`config.mk`:
```
export PLATFORM = sky130hd
export DESIGN_NAME = sha256_sha224_hash
export DESIGN_NICKNAME = d
export VERILOG_FILES = /design/src/sv/sha_pkg.sv /design/src/sv/sha_datapath.sv /design/src/sv/sha_ctrl.sv /design/src/sv/sha256_sha224_hash.sv
export SDC_FILE = /design/constraint.sdc
export NUM_CORES = 2
export LEC_CHECK = 0
export ABC_AREA = 1
export BUFFER_PORTS_ARGS = -buffer_cell sky130_fd_sc_hd__buf_2
export CAP_MARGIN = 30
export CORE_ASPECT_RATIO = 1.5
export CORE_MARGIN = 2
export CORE_UTILIZATION = 45
export DETAILED_ROUTE_END_ITERATION = 16
export PLACE_DENSITY = 0.59
export SYNTH_ARGS = -nofsm -noshare
export SYNTH_HDL_FRONTEND = slang
export SYNTH_SLANG_ARGS = --single-unit
```
`constraint.sdc`:
```
create_clock -name clk -period 53 [get_ports clk]
set_input_delay 2.65 -clock clk [delete_from_list [all_inputs] [get_ports clk]]
set_output_delay 2.65 -clock clk [all_outputs]
set_load 0.005 [all_outputs]
```
`src/sv/sha_pkg.sv`:
```
package sha_pkg;

	localparam int DIGEST_WORDS = 8;

	typedef struct packed {
		logic       func;
		logic [7:0] data_byte;
	} in_beat_t;

	typedef struct packed {
		logic [31:0] digest_word;
		logic [2:0]  word_index;
		logic        last_word;
	} out_beat_t;

	// controller -> datapath
	typedef struct packed {
		logic       init;      // load IV, clear counts
		logic       wr_byte;   // store byte at fill position
		logic       pad_byte;  // write pad value at fill position
		logic [7:0] pad_val;
		logic       mark_len;  // latch fill position as the message tail
		logic       wr_len;    // write length into bytes 56..63
		logic       start;     // load working vars, schedule from buffer
		logic       round;     // one round
		logic       fold;      // add working vars into chaining value
		logic       inc_blk;   // block counter +1
		logic       adv_fill;  // fill position +1
	} sha_cmd_t;

	typedef struct packed {
		logic [5:0] fill;
		logic       round_last;
	} sha_sts_t;

	function automatic logic [31:0] iv_word(input logic m224, input logic [2:0] i);
		logic [31:0] r;
		case ({m224, i})
			4'h0: r = 32'h6a09e667; 4'h1: r = 32'hbb67ae85;
			4'h2: r = 32'h3c6ef372; 4'h3: r = 32'ha54ff53a;
			4'h4: r = 32'h510e527f; 4'h5: r = 32'h9b05688c;
			4'h6: r = 32'h1f83d9ab; 4'h7: r = 32'h5be0cd19;
			4'h8: r = 32'hc1059ed8; 4'h9: r = 32'h367cd507;
			4'ha: r = 32'h3070dd17; 4'hb: r = 32'hf70e5939;
			4'hc: r = 32'hffc00b31; 4'hd: r = 32'h68581511;
			4'he: r = 32'h64f98fa7; default: r = 32'hbefa4fa4;
		endcase
		return r;
	endfunction

	function automatic logic [31:0] round_k(input logic [5:0] i);
		logic [31:0] k [64];
		k = '{
			32'h428a2f98, 32'h71374491, 32'hb5c0fbcf, 32'he9b5dba5,
			32'h3956c25b, 32'h59f111f1, 32'h923f82a4, 32'hab1c5ed5,
			32'hd807aa98, 32'h12835b01, 32'h243185be, 32'h550c7dc3,
			32'h72be5d74, 32'h80deb1fe, 32'h9bdc06a7, 32'hc19bf174,
			32'he49b69c1, 32'hefbe4786, 32'h0fc19dc6, 32'h240ca1cc,
			32'h2de92c6f, 32'h4a7484aa, 32'h5cb0a9dc, 32'h76f988da,
			32'h983e5152, 32'ha831c66d, 32'hb00327c8, 32'hbf597fc7,
			32'hc6e00bf3, 32'hd5a79147, 32'h06ca6351, 32'h14292967,
			32'h27b70a85, 32'h2e1b2138, 32'h4d2c6dfc, 32'h53380d13,
			32'h650a7354, 32'h766a0abb, 32'h81c2c92e, 32'h92722c85,
			32'ha2bfe8a1, 32'ha81a664b, 32'hc24b8b70, 32'hc76c51a3,
			32'hd192e819, 32'hd6990624, 32'hf40e3585, 32'h106aa070,
			32'h19a4c116, 32'h1e376c08, 32'h2748774c, 32'h34b0bcb5,
			32'h391c0cb3, 32'h4ed8aa4a, 32'h5b9cca4f, 32'h682e6ff3,
			32'h748f82ee, 32'h78a5636f, 32'h84c87814, 32'h8cc70208,
			32'h90befffa, 32'ha4506ceb, 32'hbef9a3f7, 32'hc67178f2};
		return k[i];
	endfunction

endpackage

```
`src/sv/sha_datapath.sv`:
```
module sha_datapath (
	input  logic              clk,
	input  logic              arst_n,
	input  logic              mode_sha224,
	input  logic [7:0]        data_byte,
	input  sha_pkg::sha_cmd_t cmd,
	input  logic [2:0]        rd_idx,
	output sha_pkg::sha_sts_t sts,
	output logic [31:0]       cv_word
);
	import sha_pkg::*;

	logic [31:0] buf_q [16];
	logic [31:0] cv_q [8];
	logic [31:0] v_q [8];
	logic [31:0] w_q [16];
	logic [5:0]  fill_q;
	logic [5:0]  len_q;
	logic [54:0] blk_q;
	logic [5:0]  rnd_q;

	logic [63:0] bits;
	logic [4:0]  lane;
	logic [31:0] x2, x15, s0, s1, wnew, wi, e, a, t1, t2, ch, maj, se, sa;

	assign bits = {blk_q, len_q, 3'b000};
	// big-endian: byte 0 of a word sits in bits 31:24
	assign lane = {~fill_q[1:0], 3'b000};
	assign sts.fill = fill_q;
	assign sts.round_last = (rnd_q == 6'd63);
	assign cv_word = cv_q[rd_idx];

	always_comb begin
		x2   = w_q[14];
		x15  = w_q[1];
		s1   = {x2[16:0], x2[31:17]} ^ {x2[18:0], x2[31:19]} ^ (x2 >> 10);
		s0   = {x15[6:0], x15[31:7]} ^ {x15[17:0], x15[31:18]} ^ (x15 >> 3);
		wnew = s1 + w_q[9] + s0 + w_q[0];
		// window slides each round; w_q[0] is this round's word for the first 16
		wi   = (rnd_q < 6'd16) ? w_q[0] : wnew;
		e    = v_q[4];
		a    = v_q[0];
		se   = {e[5:0], e[31:6]} ^ {e[10:0], e[31:11]} ^ {e[24:0], e[31:25]};
		sa   = {a[1:0], a[31:2]} ^ {a[12:0], a[31:13]} ^ {a[21:0], a[31:22]};
		ch   = (e & v_q[5]) ^ (~e & v_q[6]);
		maj  = (a & v_q[1]) ^ (a & v_q[2]) ^ (v_q[1] & v_q[2]);
		t1   = v_q[7] + se + ch + round_k(rnd_q) + wi;
		t2   = sa + maj;
	end

	always_ff @(posedge clk or negedge arst_n) begin
		if (!arst_n) begin
			fill_q <= '0;
			len_q  <= '0;
			blk_q  <= '0;
			rnd_q  <= '0;
			for (int i = 0; i < 8; i++) cv_q[i] <= iv_word(1'b0, 3'(i));
		end else begin
			if (cmd.init) begin
				fill_q <= '0;
				blk_q  <= '0;
				for (int i = 0; i < 8; i++) cv_q[i] <= iv_word(mode_sha224, 3'(i));
			end else begin
				if (cmd.adv_fill) fill_q <= fill_q + 6'd1;
				if (cmd.inc_blk) blk_q <= blk_q + 55'd1;
				if (cmd.fold)
					for (int i = 0; i < 8; i++) cv_q[i] <= cv_q[i] + v_q[i];
			end
			if (cmd.mark_len) len_q <= fill_q;
			if (cmd.start) rnd_q <= '0;
			else if (cmd.round) rnd_q <= rnd_q + 6'd1;
		end
	end

	always_ff @(posedge clk) begin
		if (cmd.wr_byte) buf_q[fill_q[5:2]][lane +: 8] <= data_byte;
		if (cmd.pad_byte) buf_q[fill_q[5:2]][lane +: 8] <= cmd.pad_val;
		if (cmd.wr_len) begin
			buf_q[14] <= bits[63:32];
			buf_q[15] <= bits[31:0];
		end
		if (cmd.start) begin
			for (int i = 0; i < 8; i++) v_q[i] <= cv_q[i];
			for (int i = 0; i < 16; i++) w_q[i] <= buf_q[i];
		end else if (cmd.round) begin
			for (int i = 0; i < 15; i++) w_q[i] <= w_q[i+1];
			w_q[15] <= wi;
			v_q[7] <= v_q[6]; v_q[6] <= v_q[5]; v_q[5] <= v_q[4];
			v_q[4] <= v_q[3] + t1;
			v_q[3] <= v_q[2]; v_q[2] <= v_q[1]; v_q[1] <= v_q[0];
			v_q[0] <= t1 + t2;
		end
	end

endmodule

```
`src/sv/sha_ctrl.sv`:
```
module sha_ctrl (
	input  logic               clk,
	input  logic               arst_n,
	input  logic               mode_sha224,
	input  logic               cfg_wr,
	input  logic               in_fire,
	input  logic               in_func,
	output logic               in_rdy,
	input  sha_pkg::sha_sts_t  sts,
	output sha_pkg::sha_cmd_t  cmd,
	output logic [2:0]         rd_idx,
	input  logic [31:0]        cv_word,
	output sha_pkg::out_beat_t out_beat,
	output logic               out_vld,
	input  logic               out_rdy
);
	import sha_pkg::*;

	typedef enum logic [3:0] {
		S_IDLE, S_PAD, S_LEN, S_START, S_ROUND, S_FOLD, S_EMIT
	} state_t;

	state_t     state_q;
	logic       fin_q;     // compressing as part of finish
	logic       last_q;    // the final compression of finish
	logic [2:0] idx_q;

	assign in_rdy = (state_q == S_IDLE);
	assign rd_idx = idx_q;

	always_comb begin
		cmd = '0;
		cmd.init = cfg_wr;
		case (state_q)
			S_IDLE: begin
				if (in_fire && !in_func) begin
					cmd.wr_byte = 1'b1;
					cmd.adv_fill = 1'b1;
				end
				if (in_fire && in_func) begin
					cmd.pad_byte = 1'b1;
					cmd.pad_val = 8'h80;
					cmd.mark_len = 1'b1;
					cmd.adv_fill = 1'b1;
				end
			end
			S_PAD: begin
				cmd.pad_byte = 1'b1;
				cmd.adv_fill = 1'b1;
			end
			S_LEN:   cmd.wr_len = 1'b1;
			S_START: cmd.start = 1'b1;
			S_ROUND: cmd.round = 1'b1;
			S_FOLD: begin
				cmd.fold = 1'b1;
				cmd.inc_blk = !fin_q;
			end
			S_EMIT: cmd.init = cfg_wr || (out_vld && out_rdy && out_beat.last_word);
			default: ;
		endcase
	end

	always_ff @(posedge clk or negedge arst_n) begin
		if (!arst_n) begin
			state_q <= S_IDLE;
			fin_q   <= 1'b0;
			last_q  <= 1'b0;
			idx_q   <= '0;
			out_vld <= 1'b0;
			out_beat <= '0;
		end else begin
			case (state_q)
				S_IDLE: if (in_fire) begin
					if (!in_func) begin
						if (sts.fill == 6'd63) begin
							fin_q <= 1'b0;
							state_q <= S_START;
						end
					end else begin
						fin_q <= 1'b1;
						// the 0x80 took byte fill; length fits if it was <= 55
						last_q <= (sts.fill <= 6'd55);
						state_q <= (sts.fill == 6'd55) ? S_LEN
							: (sts.fill == 6'd63) ? S_START : S_PAD;
					end
				end
				S_PAD: begin
					if (last_q && sts.fill == 6'd55) state_q <= S_LEN;
					else if (!last_q && sts.fill == 6'd63) state_q <= S_START;
				end
				S_LEN:   state_q <= S_START;
				S_START: state_q <= S_ROUND;
				S_ROUND: if (sts.round_last) state_q <= S_FOLD;
				S_FOLD: begin
					if (!fin_q) state_q <= S_IDLE;
					else if (!last_q) begin
						last_q <= 1'b1;
						state_q <= S_PAD;  // fill wrapped to 0, pad to 55
					end else begin
						idx_q <= '0;
						state_q <= S_EMIT;
					end
				end
				S_EMIT: begin
					if (!out_vld) begin
						out_vld <= 1'b1;
						out_beat.digest_word <= cv_word;
						out_beat.word_index <= idx_q;
						out_beat.last_word <= mode_sha224 ? (idx_q == 3'(DIGEST_WORDS - 2))
							: (idx_q == 3'(DIGEST_WORDS - 1));
						idx_q <= idx_q + 3'd1;
					end else if (out_rdy) begin
						out_vld <= 1'b0;
						if (out_beat.last_word) state_q <= S_IDLE;
					end
				end
				default: state_q <= S_IDLE;
			endcase
		end
	end

endmodule

```
`src/sv/sha256_sha224_hash.sv`:
```
// channel | dir | handshake              | payload
// cfg     | in  | cfg_valid / cfg_ready  | cfg_data (mode_sha224)
// in      | in  | in_valid / in_ready    | in_data (func, data_byte)
// out     | out | out_valid / out_ready  | out_data (digest_word, word_index, last_word)
// A byte that fills the block starts a compression (load, 64 rounds on one
// shared round unit, fold). Finish pads one byte a cycle up to byte 55 (from
// past 55: up to 63, compress, then from 0 to 55), compresses, then emits the
// digest one word at a time. Reset loads the SHA-256 IV. Input is held off
// while padding, while a block compresses or the digest drains; out_ready low stalls the digest.
module sha256_sha224_hash (
	input  logic               clk,
	input  logic               arst_n,
	input  logic               cfg_valid,
	output logic               cfg_ready,
	input  logic               cfg_data,
	input  logic               in_valid,
	output logic               in_ready,
	input  sha_pkg::in_beat_t  in_data,
	output logic               out_valid,
	input  logic               out_ready,
	output sha_pkg::out_beat_t out_data
);
	import sha_pkg::*;

	logic       mode_q;
	logic       cfg_wr;
	sha_cmd_t   cmd;
	sha_sts_t   sts;
	logic [2:0] rd_idx;
	logic [31:0] cv_word;

	assign cfg_ready = 1'b1;
	assign cfg_wr = cfg_valid;

	always_ff @(posedge clk or negedge arst_n) begin
		if (!arst_n) mode_q <= 1'b0;
		else if (cfg_wr) mode_q <= cfg_data;
	end

	// datapath init uses the value being written
	sha_datapath u_dp (
		.clk, .arst_n,
		.mode_sha224(cfg_wr ? cfg_data : mode_q),
		.data_byte(in_data.data_byte),
		.cmd, .rd_idx, .sts, .cv_word
	);

	sha_ctrl u_ctrl (
		.clk, .arst_n,
		.mode_sha224(mode_q),
		.cfg_wr,
		.in_fire(in_valid && in_ready),
		.in_func(in_data.func),
		.in_rdy(in_ready),
		.sts, .cmd, .rd_idx, .cv_word,
		.out_beat(out_data),
		.out_vld(out_valid),
		.out_rdy(out_ready)
	);

endmodule

```
== After elaboration in Yosys (flattened, before gate mapping) ==
Memory sizes are Yosys's and may differ from the RTL's.
Cells that the tools add are included.

* $add $sub $neg: 23
* Magnitude comparators: 4
* Equality and inequality tests: 22
* Shift operators: 3
* Multiplexer cells: 132
* Bitwise logic cells: 78
* Reduce and logical (&&, ||, !) cells: 25

{| class="wikitable"
|+ Operator list
! operator !! number
|-
| $mux 32 || 34
|-
| $add 32x32->32 || 18
|-
| $mux 256 || 2
|-
| $pmux 32 s2 || 7
|-
| $xor 32x32->32 || 9
|-
| $and 32x32->32 || 5
|-
| $mux 55 || 2
|-
| $bmux 32 s3 || 1
|-
| $shiftx 8x7->32 || 2
|-
| $mux 1 || 57
|-
| $or 1x1->1 || 56
|-
| $add 55x1->55 const B || 1
|-
| $mux 4 || 12
|-
| $not 32->32 || 1
|-
| $reduce_or 32->1 || 1
|-
| $shift 8x7->32 const A || 1
|-
| $xor 32x22->32 || 1
|-
| $xor 32x29->32 || 1
|-
| $pmux 4 s7 || 1
|-
| $mux 6 || 4
|-
| $eq 6x6->1 const B || 3
|-
| $reduce_bool 2->1 || 7
|-
| $add 6x1->6 const B || 2
|-
| $eq 4x3->1 const B || 3
|-
| other kinds (30) || 56
|}

* Bits in registers: 376
* Memory bits (writable): 1280
* ROM bits: 2048
* Input port bits: 15
* Logic and storage cells: 312
* Memories: 4

{| class="wikitable"
|+ Memories
! memory !! depth !! width !! rd ports !! clocked after memory_dff !! wr ports !! line !! text
|-
| (name not given) || 64 || 32 || 1 || 0 || 0 || sha_pkg.sv:70 || <nowiki>return k[i];</nowiki>
|-
| u_dp.buf_q || 16 || 32 || 16 || 0 || 2 || sha_datapath.sv:13 || <nowiki>logic [31:0] buf_q [16];</nowiki>
|-
| u_dp.w_q || 16 || 32 || 16 || 0 || 16 || sha_datapath.sv:16 || <nowiki>logic [31:0] w_q [16];</nowiki>
|-
| u_dp.v_q || 8 || 32 || 8 || 0 || 8 || sha_datapath.sv:15 || <nowiki>logic [31:0] v_q [8];</nowiki>
|}

== Depth between registers and ports, before layout ==
An unclocked memory read counts as a cell.

* Depth in word-level cells: 10
* Gate-level depth with buffers: 49
* Mapped depth without buffers: 49

== Modules after synthesis ==
A second synthesis with hierarchy kept.

* Cells, all modules: 11253
* Area, all modules: 98732.2 um2

{| class="wikitable"
|+ By module, submodules not included
! module !! times used !! cells an instance !! area an instance (um2) !! seq. area each (um2)
|-
| sha_datapath || 1 || 10975 || 96575.1 || 46809.9
|-
| sha_ctrl || 1 || 269 || 2098.3 || 1126.1
|-
| sha256_sha224_hash || 1 || 9 || 58.8 || 25.0
|}

== Least setup slack after synthesis ==
No wires, ideal clock.

* Path kind: reg-to-reg
* From: register u_ctrl.state_q[0]
* To: register u_dp.rnd_q[0]
* Arrival: 17.966 ns
* Data required time: 52.155 ns
* Setup slack: 34.189 ns
* Stages on the path, launching flop included: 7
* Path buffers: 1
* Clock period less this slack: 18.811 ns
* Cells stage by stage: dfrtp_1 inv_1 nor3_1 clkbuf_1 inv_2 nand2_1 o21ai_0

* Cells in the longest elaborated chain, start to end: 3
* Elaborated cells on any way between the ends: 6
* Those cells by class: 2 x eq/ne; 3 x mux; 1 x reduce/logical

{| class="wikitable"
|+ RTL lines
! element !! line !! text
|-
| from (decl) || sha_ctrl.sv:23 || <nowiki>state_t state_q;</nowiki>
|-
| from (signal assigned) || sha_ctrl.sv:83 || <nowiki>state_q <= (sts.fill == 6'd55) ? S_LEN</nowiki>
|-
| $eq 4x2->1 / $eq 4x3->1 (equally long branches) || sha_ctrl.sv:34 || <nowiki>case (state_q)</nowiki>
|-
| $mux 1 || sha_ctrl.sv:34 ||
|-
| $mux 6 / $reduce_bool 2->1 (equally long branches) || - ||
|-
| to (signal assigned) || sha_datapath.sv:71 || <nowiki>else if (cmd.round) rnd_q <= rnd_q + 6'd1;</nowiki>
|-
| to (decl) || sha_datapath.sv:20 || <nowiki>logic [5:0] rnd_q;</nowiki>
|}

Several ways; a longest one is shown, not always the timed one.
A chain may end at the register's enable or synchronous reset.

==> PnR_summary.wiki <==
{| class="wikitable"
! Metric !! Value
|-
| Outcome || finished, final reports clean
|-
| Number of iterations in the first detailed-routing pass || 7
|-
| Count of endpoints failing setup in the final report || 0
|-
| Number of port buffers || 52
|-
| Via count of the first global-routing pass || roughly 82000
|-
| Post-Place Cell Area || ~100000 sq um
|-
| Highest achievable clock rate || approximately 100 MHz
|-
| Mean Syn Cell Area || about 8.7 sq um
|-
| Die extent in y || roughly 580 microns
|-
| Top cells by area in the synthesized netlist || sky130_fd_sc_hd__edfxtp_1 39%, sky130_fd_sc_hd__nand2_1 12%, sky130_fd_sc_hd__dfrtp_1 6.1%
|-
| Count of state elements after synthesis || between 1500 and 2000
|-
| Dominant synthesized flop cell || sky130_fd_sc_hd__edfxtp_1
|-
| Number of placement rows || around 210
|-
| Required time of the critical path || around 54000 ps
|-
| Largest driver fanout on the critical path || 5
|-
| Biggest area consumer among synthesized cells || sky130_fd_sc_hd__edfxtp_1
|-
| Detail Route Antenna Nets || 0
|-
| Fin Clk Skew || around 65 ps
|-
| Total DRC errors in the routed layout || 0
|-
| Final worst setup slack || about 43000 ps
|-
| H-tree levels || 4
|-
| Total nets after synthesis || around 12000
|-
| Final min period || 10250 ps
|-
| Distinct cells, synth || 71
|-
| Core Box Area || between 200000 and 250000 sq um
|-
| Worst Path Buf+Inv || 5
|-
| Maximum buffer depth of the clock tree || 4
|-
| Register area share after synthesis || 0.489
|-
| Total half-perimeter wirelength after legalization and detailed placement || 319 mm
|-
| Crit path kind || flop to flop
|-
| Post-synth EDFFs || around 1300
|-
| Post-synth ARST share || 0.227
|-
| Clock Tree Root || sky130_fd_sc_hd__clkbuf_16
|-
| Total count of max-transition violations in the final report || 0
|-
| Layout fillers || ~20000
|-
| CP Capture Type || flop
|-
| Global route total overflow || 0
|-
| Max incr delay on CP || approximately 560 ps
|-
| Type of the most critical hold path || flop to flop
|-
| Synth top area share || 0.391
|-
| Total of warnings raised by yosys || 0
|-
| Footprint of the multi-input gates || roughly 44000 sq um
|-
| Top-count cell post-synth || sky130_fd_sc_hd__nand2_1
|-
| Category of cells accounting for the largest share of critical-path delay || adder cells
|-
| Number of top-level pins || 54
|-
| All-Layer GR Usage || 0.372
|-
| Register clock-pin slew on the reported worst setup and hold paths || roughly 70 ps
|-
| Number of antenna violations at the first check in global routing || 13
|-
| Total clock buffers created by CTS || 177
|-
| Share of the core filled with cells || 0.498
|-
| Clock tree from TritonCTS || done
|-
| Detailed-route via count || a little over 80000
|-
| Register area || 48000 sq um
|-
| Die area || roughly 220000 sq um
|-
| Sum Neg Setup Slack || 0 ps
|-
| Number of gates resized after CTS || 0
|-
| Fin. Hold Viols || 0
|-
| Worst slew margin || 0.112
|-
| Setup Slack @ Placement || ~43000 ps
|-
| CTS Hold Buffers Added || 0
|-
| Top cell types by occurrence after synthesis || 3234 x sky130_fd_sc_hd__nand2_1, 1329 x sky130_fd_sc_hd__inv_1, 1277 x sky130_fd_sc_hd__edfxtp_1
|-
| Mean number of vias per cell || 5.80
|-
| Setup fix buffers added after clock tree synthesis || 0
|-
| Insertion delay to the later sink of the worst-skew pair || 870 ps
|-
| Slew at the pin closest to its max-slew limit || ~1300 ps
|-
| Number of nets in the final layout || between 10000 and 15000
|-
| Final period util || 0.193
|-
| Arrival time at the worst endpoint || about 11000 ps
|-
| Non-Filler Cell Area, Final || ~110000 sq um
|-
| Ratio of cells with drive above 1 in the final layout || 0.0635
|-
| Die width || 385 microns
|-
| Detailed-route wire length per cell || between 20 and 30 microns
|-
| Maximum number of pins on one net before global-route repair || between 150 and 200
|-
| Synthesis-to-finish area growth || 9.85%
|-
| Starting utilization of the core area || 0.453
|-
| Detailed Route Iter0 Violations || just under 8000
|-
| Number of instances in the synthesized netlist || roughly 11000
|-
| # clock sinks || about 1700
|-
| Number of max-cap violations || 0
|-
| Kind of launch point of the worst setup path || flop
|-
| GP Congestion || 1.02
|-
| RSZ-0062 raised after global routing || no
|-
| Area of the mapped netlist || roughly 98000 sq um
|-
| Global-route wire length before repair || slightly below 600 mm
|-
| Final Routed Wirelength || 419 mm
|-
| Master of the slowest instance on the critical path || sky130_fd_sc_hd__edfxtp_1
|}
## registers in the layout, summed over array words and instances (netlist names), 3 cells and up
register,cells
u_ctrl.out_beat,36
u_ctrl.state_q,3
u_dp.fill_q,6
u_dp.blk_q,55
u_ctrl.rd_idx,3
u_dp.buf_q,512
u_dp.cv_q,256
u_dp.len_q,6
u_dp.w_q,512
u_dp.v_q,256
u_dp.rnd_q,6
## cells by family after synthesis
logic type	count (synthesis)	share of synthesized area
AO/OA/AOI/OAI	2320	0.131
XOR/XNOR	390	0.0348
adder cells (fa/ha/maj)	616	0.0932
buffers and inverters	1770	0.0685
flip-flops	1655	0.489
multiplexers	2	0.000204
other	1	0.0000382
AND/OR/NAND/NOR	4490	0.183
## stage by stage
step                      hold slack, ps  cells
after floorplan                      444  11244
after global placement               452  13850
after detailed placement             462  13874
after CTS                            443  14192
after global routing                 476  14201
final                                462  14210
## worst reg2reg max path: cells and delay by family (launching register included)
| kind | cells | cell delay, ps |
|---|---|---|
| fa+ha+maj | 8 | 3760 |
| simple gates | 7 | 1000 |
| compound gates | 14 | 3290 |
| buf+inv | 5 | 400 |
| flops | 1 | 560 |
| xor+xnor | 3 | 970 |
## final timing paths
path	start	endpoint	slack (ps)	cells after the start
min in group asynchronous	arst_n	u_dp.cv_q[200]	1830	1
max in group asynchronous	arst_n	u_ctrl.rd_idx[0]	48540	4
worst min-delay path	u_dp.w_q[0][356]	u_dp.w_q[0][324]	460	2
worst max register to register	u_dp.w_q[0][48]	u_dp.v_q[0][29]	42750	37
worst min register to register	u_dp.w_q[0][356]	u_dp.w_q[0][324]	460	2
worst max-delay path	u_dp.w_q[0][48]	u_dp.v_q[0][29]	42750	37
## area by class of cell
cell class                 instances  share of cell area
timing repair buffer             211              0.0162
sequential                      1655               0.445
clock inverter                   105             0.00992
clock buffer                     213              0.0435
tap                             2848              0.0331
multi-input combinational       7819               0.405
antenna                           12            0.000279
inverter                        1347              0.0471
## per-layer routing
layer  track usage  vias up  part of all wire
li1              -    37421                 -
met4         0.301        2              0.10
met1         0.408    40257              0.35
met2         0.641     3576              0.49
met5             0        -          0.000033
met3        0.0500     1204             0.062
## layout by cell type (no fill, tap or decap), drive strengths merged, types with 29 or more instances in the layout
master / n
nand2: 3240
inv: 1351
edfxtp: 1277
o21ai: 1139
a21oi: 702
nor2: 615
ha: 407
nand3: 319
dfrtp: 239
clkbuf: 213
xor2: 211
buf: 211
fa: 195
xnor2: 179
nor3: 158
dfstp: 136
nand4: 76
o21bai: 71
clkinv: 70
a21o: 61
o22ai: 57
a31oi: 51
o211ai: 32
a221oi: 31
a211oi: 29
Power is left out: the tool's default activity adds up to more than one toggle a clock period on the data nets, which glitch-free logic cannot reach.
